## config.mk

```make
export PLATFORM = sky130hd
export DESIGN_NAME = cbm_ctrl
export DESIGN_NICKNAME = d
export VERILOG_FILES = /design/src/sv/cbm_pkg.sv /design/src/sv/cbm_ctrl.sv
export SDC_FILE = /design/constraint.sdc
export NUM_CORES = 1
export LEC_CHECK = 0
export BUFFER_PORTS_ARGS = -buffer_cell sky130_fd_sc_hd__buf_2
export CORE_AREA = 4 4 41 43
export CTS_CLUSTER_DIAMETER = 60
export DETAILED_ROUTE_END_ITERATION = 16
export DIE_AREA = 0 0 45 47
export PLACE_DENSITY = 0.69
export SLEW_MARGIN = 15
export SYNTH_ARGS = -nofsm -noshare
export SYNTH_HDL_FRONTEND = slang
export SYNTH_SLANG_ARGS = --single-unit
export TNS_END_PERCENT = 20
```

## constraint.sdc

```tcl
create_clock -name clk -period 4.4 [get_ports clk]
set_input_delay 0.66 -clock clk [delete_from_list [all_inputs] [get_ports clk]]
set_output_delay 0.66 -clock clk [all_outputs]
set_load 0.005 [all_outputs]
```

## src/sv/cbm_pkg.sv

```systemverilog
// shared types, codes and defaults for the circular boundary morphology block
`default_nettype none
package cbm_pkg;

  localparam int MAX_WIDTH_DEF  = 1024;
  localparam int MAX_HEIGHT_DEF = 1024;
  localparam int MAX_RADIUS_DEF = 7;

  localparam logic [10:0] WIDTH_RST  = 11'd640;
  localparam logic [10:0] HEIGHT_RST = 11'd480;
  localparam logic [6:0]  RADIUS_RST = 7'd16;
  localparam logic        MODE_RST   = 1'b0;

  // radius of 1.0 in q4.4
  localparam logic [7:0]  RADIUS_ONE = 8'd16;

  localparam logic [1:0] CFG_WIDTH  = 2'd0;
  localparam logic [1:0] CFG_HEIGHT = 2'd1;
  localparam logic [1:0] CFG_RADIUS = 2'd2;
  localparam logic [1:0] CFG_MODE   = 2'd3;

  localparam logic OP_LOAD = 1'b0;
  localparam logic OP_READ = 1'b1;

  typedef enum logic [2:0] {
    ST_IDLE,
    ST_STORED,
    ST_OFF,
    ST_ISSUE,
    ST_CHK,
    ST_DONE
  } state_t;

  typedef enum logic [1:0] {
    ADR_LOAD,
    ADR_READ,
    ADR_CAND
  } adr_t;

  // center and the four neighbors of a candidate boundary pixel
  typedef enum logic [2:0] {
    NB_C,
    NB_L,
    NB_R,
    NB_U,
    NB_D
  } nb_t;

  typedef struct packed {
    logic load;
    logic emit_blank;
    logic emit;
    logic fill;
    logic setup;
    logic latch_cand;
    logic next_off;
    adr_t addr_sel;
    nb_t  nb;
  } cmd_t;

  typedef struct packed {
    logic full;
    logic pass;
    logic off_ok;
    logic off_last;
    logic rd_zero;
  } sts_t;

  function automatic nb_t nb_succ(input nb_t k);
    nb_t n;
    unique case (k)
      NB_C:    n = NB_L;
      NB_L:    n = NB_R;
      NB_R:    n = NB_U;
      NB_U:    n = NB_D;
      default: n = NB_D;
    endcase
    return n;
  endfunction

endpackage
`default_nettype wire

```

## src/sv/cbm_ctrl.sv

```systemverilog
// controller: sequences loads, reads and the kernel walk over the frame store
`default_nettype none
module cbm_ctrl (
  input  wire logic          clk,
  input  wire logic          rst,
  input  wire logic          start,
  input  wire logic          opcode,
  input  wire cbm_pkg::sts_t sts,
  output logic               busy,
  output cbm_pkg::cmd_t      cmd
);

  cbm_pkg::state_t state, state_next;
  cbm_pkg::nb_t    k, k_next;
  logic            hit, hit_next;

  always_ff @(posedge clk) begin
    if (rst) begin
      state <= cbm_pkg::ST_IDLE;
      k     <= cbm_pkg::NB_C;
      hit   <= 1'b0;
    end else begin
      state <= state_next;
      k     <= k_next;
      hit   <= hit_next;
    end
  end

  always_comb begin
    state_next   = state;
    k_next       = k;
    hit_next     = hit;
    busy         = (state != cbm_pkg::ST_IDLE);
    cmd          = '0;
    cmd.addr_sel = cbm_pkg::ADR_READ;
    cmd.nb       = cbm_pkg::NB_C;
    unique case (state)
      cbm_pkg::ST_IDLE: begin
        if (start) begin
          if (opcode == cbm_pkg::OP_LOAD) begin
            cmd.load     = 1'b1;
            cmd.addr_sel = cbm_pkg::ADR_LOAD;
          end else if (!sts.full) begin
            cmd.emit_blank = 1'b1;
          end else begin
            hit_next   = 1'b0;
            state_next = cbm_pkg::ST_STORED;
          end
        end
      end
      cbm_pkg::ST_STORED: begin
        cmd.setup  = 1'b1;
        state_next = sts.pass ? cbm_pkg::ST_DONE : cbm_pkg::ST_OFF;
      end
      cbm_pkg::ST_OFF: begin
        if (sts.off_ok) begin
          cmd.latch_cand = 1'b1;
          state_next     = cbm_pkg::ST_ISSUE;
        end else if (sts.off_last) begin
          state_next = cbm_pkg::ST_DONE;
        end else begin
          cmd.next_off = 1'b1;
        end
      end
      cbm_pkg::ST_ISSUE: begin
        cmd.addr_sel = cbm_pkg::ADR_CAND;
        cmd.nb       = cbm_pkg::NB_C;
        k_next       = cbm_pkg::NB_C;
        state_next   = cbm_pkg::ST_CHK;
      end
      cbm_pkg::ST_CHK: begin
        // center must be set, then any zero neighbor makes a boundary
        if (k != cbm_pkg::NB_C && sts.rd_zero) begin
          hit_next   = 1'b1;
          state_next = cbm_pkg::ST_DONE;
        end else if ((k == cbm_pkg::NB_C && sts.rd_zero) || k == cbm_pkg::NB_D) begin
          if (sts.off_last) begin
            state_next = cbm_pkg::ST_DONE;
          end else begin
            cmd.next_off = 1'b1;
            state_next   = cbm_pkg::ST_OFF;
          end
        end else begin
          cmd.addr_sel = cbm_pkg::ADR_CAND;
          cmd.nb       = cbm_pkg::nb_succ(k);
          k_next       = cbm_pkg::nb_succ(k);
        end
      end
      default: begin
        cmd.emit   = 1'b1;
        cmd.fill   = hit;
        state_next = cbm_pkg::ST_IDLE;
      end
    endcase
  end

  // a check state always follows a read of the candidate
  a_chk_after_rd: assert property (@(posedge clk) disable iff (rst)
    (state == cbm_pkg::ST_CHK) |-> $past(cmd.addr_sel == cbm_pkg::ADR_CAND))
    else $error("check without a preceding candidate read");

  a_emit_idle: assert property (@(posedge clk) disable iff (rst)
    cmd.emit |=> (state == cbm_pkg::ST_IDLE))
    else $error("controller not idle after a result");

  a_read_start: assert property (@(posedge clk) disable iff (rst)
    $rose(busy) |-> $past(start && opcode == cbm_pkg::OP_READ && sts.full))
    else $error("busy without an accepted read");

  a_no_load_busy: assert property (@(posedge clk) disable iff (rst)
    busy |-> !cmd.load)
    else $error("frame store written during a read");

endmodule
`default_nettype wire

```

**Word level (Yosys, flattened, before mapping)**

Cells that the tools add are included.

- Register bits: 7
- Bits of input ports: 9
- Output and inout port bits: 13
- Word-level logic and storage cells: 69

- Equality and inequality tests: 15
- Mux-type cells: 38
- Reduce and logical (&&, ||, !) cells: 13

Operators with widths:

| operator | number |
|---|---|
| 2-to-1 mux 3 bit | 12 |
| 2-to-1 mux 1 bit | 15 |
| case mux 3 bit (5 select lines) | 1 |
| != test 2 bit, second input constant | 6 |
| AND reduction 5 bit | 2 |
| == test 3 x 2 -> 1 bit, second input constant | 3 |
| case mux 3 bit (3 select lines) | 1 |
| == test 3 x 1 -> 1 bit, second input constant | 2 |
| == test 3 bit, second input constant | 2 |
| logical NOT 3 bit | 2 |
| 2-to-1 mux 2 bit | 3 |
| 2-to-1 mux 6 bit | 1 |
| != test 3 bit, second input constant | 2 |
| case mux 2 bit (3 select lines) | 1 |
| case mux 3 bit (2 select lines) | 1 |
| nonzero test 3 bit | 2 |
| 2-to-1 mux 5 bit | 1 |
| OR reduction 5 bit | 1 |
| case mux 1 bit (2 select lines) | 2 |
| nonzero test 2 bit | 2 |
| AND reduction 3 bit | 1 |
| logical AND 1 bit | 2 |
| logical OR 1 bit | 1 |

**Logic depth before layout (Yosys ltp)**

Gate-level depths: netlist (run 1).

- Depth in word-level cells: 6
- Mapped depth: 6
- Depth with buffers taken out: 5

**Worst setup path after synthesis (run 1)**

OpenSTA, ideal clock, no wires.

- Path kind: input -> output
- From: in sts[0] (netlist bit)
- To: out cmd[5] (netlist bit)
- Data arrival time: 1.346 ns
- Data required time: 3.740 ns
- Slack: 2.394 ns
- Stages on the path: 4
- Buffers on the path: 1
- Cell sequence: clkbuf_1 xor2_1 nand2_1 o31ai_1

RTL lines:

| element | RTL line | source |
|---|---|---|
| start, declared | cbm_ctrl.sv:8 | `input wire cbm_pkg::sts_t sts,` |
| end, declared | cbm_ctrl.sv:10 | `output cbm_pkg::cmd_t cmd` |

==> results of run 1 <==
## registers in the layout, summed over array words and instances (netlist names)
register  flops
hit           1
state         3
k             3
## layer usage
layer | wire length (µm) | vias up | part of all wire (%) | global-route usage, %
met2 | 559 | 26 | 42 | 20.6
met4 | 38 | 0 | 2.8 | 10.5
met5 | 0 | - | 0 | 0
met1 | 644 | 275 | 48 | 17.8
li1 | - | 306 | - | -
met3 | 103 | 5 | 7.7 | 1.53
## cell usage after synthesis, types with 2 or more instances
cell      n  area (µm²)
nand2b_1  5        31.3
nor4_1    2        12.5
a21oi_1   5        25.0
nor3_1    4        20.0
o21ai_0   2        10.0
nand3_1   2        10.0
nor2_1    7        26.3
buf_2     2        10.0
buf_4     2        15.0
or3b_1    2        17.5
nor3b_1   3        22.5
nand2_1   3        11.3
dfxtp_1   7         140
and2_1    2        12.5
inv_1     4        15.0
o31ai_1   2        15.0
## layout make-up
| type | instances | area, µm² | area share [%] |
|---|---|---|---|
| Sequential cell | 7 | 140 | 20.7 |
| Clock buffer | 4 | 26.3 | 3.88 |
| Timing Repair Buffer | 21 | 105 | 15.5 |
| Inverter | 5 | 18.8 | 2.77 |
| Multi-Input combinational cell | 56 | 368 | 54.3 |
| Tap cell | 15 | 18.8 | 2.77 |
## through the flow
stage          worst slack [ns]  utilization (%)
6_report                   2.07             52.0
5_1_grt                    1.93             52.0
4_1_cts                    2.07             52.0
3_5_place_dp               2.18             50.0
3_3_place_gp               2.20             50.0
2_1_floorplan              2.39                -
## power by group through the flow
stage | combinational (mW) | sequential (mW) | clock, mW
after floorplan | 0.0132 | 0.0668 | 0
after global placement | 0.0221 | 0.0676 | 0
after detailed placement | 0.0228 | 0.0676 | 0
after CTS | 0.0229 | 0.0663 | 0.0594
after global routing | 0.0263 | 0.0664 | 0.0624
final | 0.0228 | 0.0663 | 0.0584
## worst max-delay path by stage
stage / start / to / slack, ns / depth (start not counted)
2_1_floorplan: sts[0] / cmd[5] / 2.39 / 4
3_3_place_gp: sts[2] / cmd[5] / 2.20 / 4
3_5_place_dp: sts[2] / cmd[5] / 2.18 / 4
4_1_cts: state[2] / cmd[5] / 2.07 / 3
5_1_grt: k[2] / cmd[3] / 1.93 / 5
6_report: state[2] / cmd[5] / 2.07 / 3
## cell families after synthesis
kind of cell	after synthesis	share of synthesized area (%)
and+or+nand+nor	36	38.9
AOI/OAI and AO/OA	18	23.0
buffers and inverters	11	10.4
DFF	7	24.7
xor gates and xnor gates	2	3.09
==> flow_metrics.tcl, run 1 <==
set metrics [dict create \
    cts_made_buffers 3 \
    hold_violations 0 \
    grt_max_degree 11 \
    die-width_um 45 \
    place_congestion 0.743 \
    mostFrequentLayoutCells "21 x buf_2, 7 x nor2_1, 7 x dfxtp_1" \
    fin_skew_ns 0.00127 \
    fillerInstances 147 \
    worst_pin_slew_ns 0.491 \
    cap_violations 0 \
    drtAntennaViolNets 0 \
    worstHoldEndpoint "hit" \
    vdd_drop_max_uv 102 \
    ios 22 \
    drc 0 \
    grt_pass1_wl_um 2120 \
    crit_required_ns 3.74 \
    seqPwrFrac_pct 45.0 \
    worst_r2r_endpoint "k[2]" \
    post-dp-hpwl_um 1020 \
    cp-end-kind "output pin" \
    cts_num_sinks 7 \
    power_uw 148 \
    areaGrowthSynthToFinish_pct 19.4 \
    fin_crit_ns 2.33 \
    drive_above_1_share_pct 33.3 \
    min-delay-path-class "reg -> reg" \
    fp.dieH_um 47 \
    synth_edf_count 0 \
    crit_family "simple AND/OR/NAND/NOR gates" \
    drt_iter0_drc 11 \
    critPathKind "reg -> out" \
    grt_usage_pct 13.7 \
    fp-row-count 13 \
    fin_setup_tns_ns 0 \
    arrival_ns 1.67 \
    clock_path_buffers 2 \
    initial_core_util_pct 43.6 \
    start_kind "flip-flop" \
    vias 612 \
    rsz0062_at_grt "no" \
    netSwitchingPower_uw 37.9 \
    swShare_pct 25.7 \
    finalInstanceArea_um2 677 \
    first_pass_iters 4 \
    yosys_register_bits 7 \
    synth_fp_nets 83 \
    cts_resized 0 \
    r2r_start "k[2]" \
    dieArea_mm2 0.00212 \
    setup_viol 0 \
    worstHoldStart "hit" \
    syn_area_um2 567 \
    synth-async-reset-ratio_pct 0 \
    cp_max_fo 10 \
    wl_per_cell_um 12.5 \
    clkLatencyLatePin_ns 0.25 \
    rrSetupSlack_ns 2.81 \
    clkSlewWorstSetupHoldPaths_ns 0.05 \
    pwr-share-comb_pct 15.4 \
    dp_cells 104 \
    rr_worst_depth 5 \
    ys_types 36 \
    grt_pass1_vias 517 \
    final_common_cell "buf_2" \
    postSynthCellCount 74 \
    dpl_cell_area_um2 651 \
    antenna_found_initial 0 \
    wl_um 1350 \
    period_share_pct 53.0 \
    worst-path-buf-inv 1 \
    syn_avg_cell_area_um2 7.66 \
    slowest_delay_ns 0.54 \
    status "finished, final reports clean" \
    htree_levels 1 \
    fin_hold_ws_ns 0.534 \
    cts_tree "built" \
    drv_slew 0 \
    synth_sequential_area_ratio_pct 24.7 \
    intPower_uw 110 \
    crit_chain "or3b_1 > o31ai_1 > buf_2" \
    slew_headroom_pct 67.2 \
    core-area_mm2 0.00130 \
    timing.fmax_mhz 429 \
    fin_nets 103 \
    diodes 0 \
    grt_remaining_overflow 0 \
    fin_cells 108 \
    yosysWarningCount 0 \
    leakage_nw 0.306 \
    io_buffers 21 \
    viasPerCell 5.67 \
    p_clk_share_pct 39.6 \
    crit_slowest_cell "or3b_1" \
    cts_setup_buffers 0 \
    p_per_area_mw_per_mm2 218 \
    ctsHoldBuffers 0 \
    root_buffer "clkbuf_4" \
    ys.flop_type "dfxtp_1" \
    holdPathStages 1 \
]
Note: power is estimated with default switching activity, not from simulation.
==> inputs of run 2 (changes only) <==
==> constraint.sdc (replaced) <==
create_clock -name clk -period 2.4 [get_ports clk]
set_input_delay 0.36 -clock clk [delete_from_list [all_inputs] [get_ports clk]]
set_output_delay 0.36 -clock clk [all_outputs]
set_load 0.005 [all_outputs]
==> flow_metrics.tcl, run 2 (synthesis results as in run 1) <==
set metrics [dict create \
    setup_slack_ns 0.371 \
    seqPwrFrac_pct 45.0 \
    grt_remaining_overflow 0 \
    vdd_drop_max_uv 196 \
    cts_tree "built" \
    die-width_um 45 \
    status "finished, final reports clean" \
    netSwitchingPower_uw 69.2 \
    cts_num_sinks 7 \
    clock_path_buffers 2 \
    fin_nets 103 \
    fp-row-count 13 \
    grt_max_degree 11 \
    swShare_pct 25.6 \
    drt_iter0_drc 8 \
    fin_skew_ns 0.000223 \
    dp_slack_ns 0.634 \
    intPower_uw 201 \
    drc 0 \
    grt_usage_pct 14.6 \
    cts_made_buffers 3 \
    cap_violations 0 \
    slew_headroom_pct 65.5 \
    dieArea_mm2 0.00212 \
    final_common_cell "buf_2" \
    power_uw 270 \
    arrival_ns 1.67 \
    drv_slew 0 \
    initial_core_util_pct 43.6 \
    crit_required_ns 2.04 \
    fin_setup_tns_ns 0 \
    timing.fmax_mhz 493 \
    drive_above_1_share_pct 33.3 \
    ctsHoldBuffers 0 \
    min-delay-path-class "in -> reg" \
    htree_levels 1 \
    cts_setup_buffers 0 \
    p_clk_share_pct 39.5 \
    vias 604 \
    grt_pass1_vias 505 \
    wl_um 1340 \
    period_share_pct 84.5 \
    setup_viol 0 \
    areaGrowthSynthToFinish_pct 19.4 \
    p_per_area_mw_per_mm2 399 \
    fin_crit_ns 2.03 \
    finalInstanceArea_um2 677 \
    hold_violations 0 \
    ios 22 \
    wl_per_cell_um 12.4 \
    place_congestion 0.765 \
    viasPerCell 5.59 \
    clkSlewWorstSetupHoldPaths_ns 0.05 \
    start_kind "flip-flop" \
    pwr-share-comb_pct 15.5 \
    worst_pin_slew_ns 0.516 \
    dpl_cell_area_um2 651 \
    fillerInstances 128 \
    fin_hold_ws_ns 0.358 \
    diodes 0 \
    grt_pass1_wl_um 2260 \
    reg_top3 "k (3), state (3), hit (1)" \
    leakage_nw 0.306 \
    clkLatencyLatePin_ns 0.25 \
    root_buffer "clkbuf_4" \
    cp-end-kind "output pin" \
    mostFrequentLayoutCells "21 x buf_2, 7 x nor2_1, 7 x dfxtp_1" \
    post-dp-hpwl_um 1040 \
    first_pass_iters 4 \
    drtAntennaViolNets 0 \
    antenna_found_initial 0 \
    io_buffers 21 \
    rsz0062_at_grt "no" \
    fp.dieH_um 47 \
    core-area_mm2 0.00130 \
    cts_resized 0 \
    critPathKind "reg -> out" \
    cp_max_fo 10 \
]
[run 2: worst paths after layout]
check	slack, ns	to	from	depth (start not counted)
max	0.37	cmd[5]	state[2]	3
max reg2reg	0.78	k[2]	k[2]	5
min reg2reg	0.54	hit	hit	1
min	0.36	k[1]	rst	2
[run 2: power groups by stage]
stage	Combinational [mW]	Clock [mW]	Sequential, mW
global placement	0.0406	0	0.124
detailed placement	0.0419	0	0.124
floorplan	0.0242	0	0.122
finish	0.0418	0.107	0.122
CTS	0.0421	0.108	0.121
global route	0.0473	0.116	0.122
[run 2: layer usage]
metal | global-route usage [%] | routed length [µm] | vias up
met2 | 19.8 | 526 | 23
met4 | 10.5 | 40 | 0
met3 | 2.30 | 93 | 5
li1 | - | - | 304
met1 | 20.6 | 677 | 272
met5 | 0 | 0 | -
[run 2: cell type report]
type | instances | area (µm²) | area share [%]
Clock buffer | 4 | 26.3 | 3.88
Inverter | 5 | 18.8 | 2.77
Multi-Input combinational cell | 56 | 368 | 54.3
Sequential cell | 7 | 140 | 20.7
Tap cell | 15 | 18.8 | 2.77
Timing Repair Buffer | 21 | 105 | 15.5
[run 2: through the flow]
| stage | instances | util, % |
|---|---|---|
| 6_report | 108 | 52.0 |
| 5_1_grt | 108 | 52.0 |
| 4_1_cts | 108 | 52.0 |
| 3_5_place_dp | 104 | 50.0 |
| 3_3_place_gp | 104 | 50.0 |
| 2_1_floorplan | 74 | - |
[run 2: critical path, stage by stage, from the launching register on]
cell and delay, ns:
dfxtp_1 0.46, or3b_1 0.53, o31ai_1 0.27, buf_2 0.15
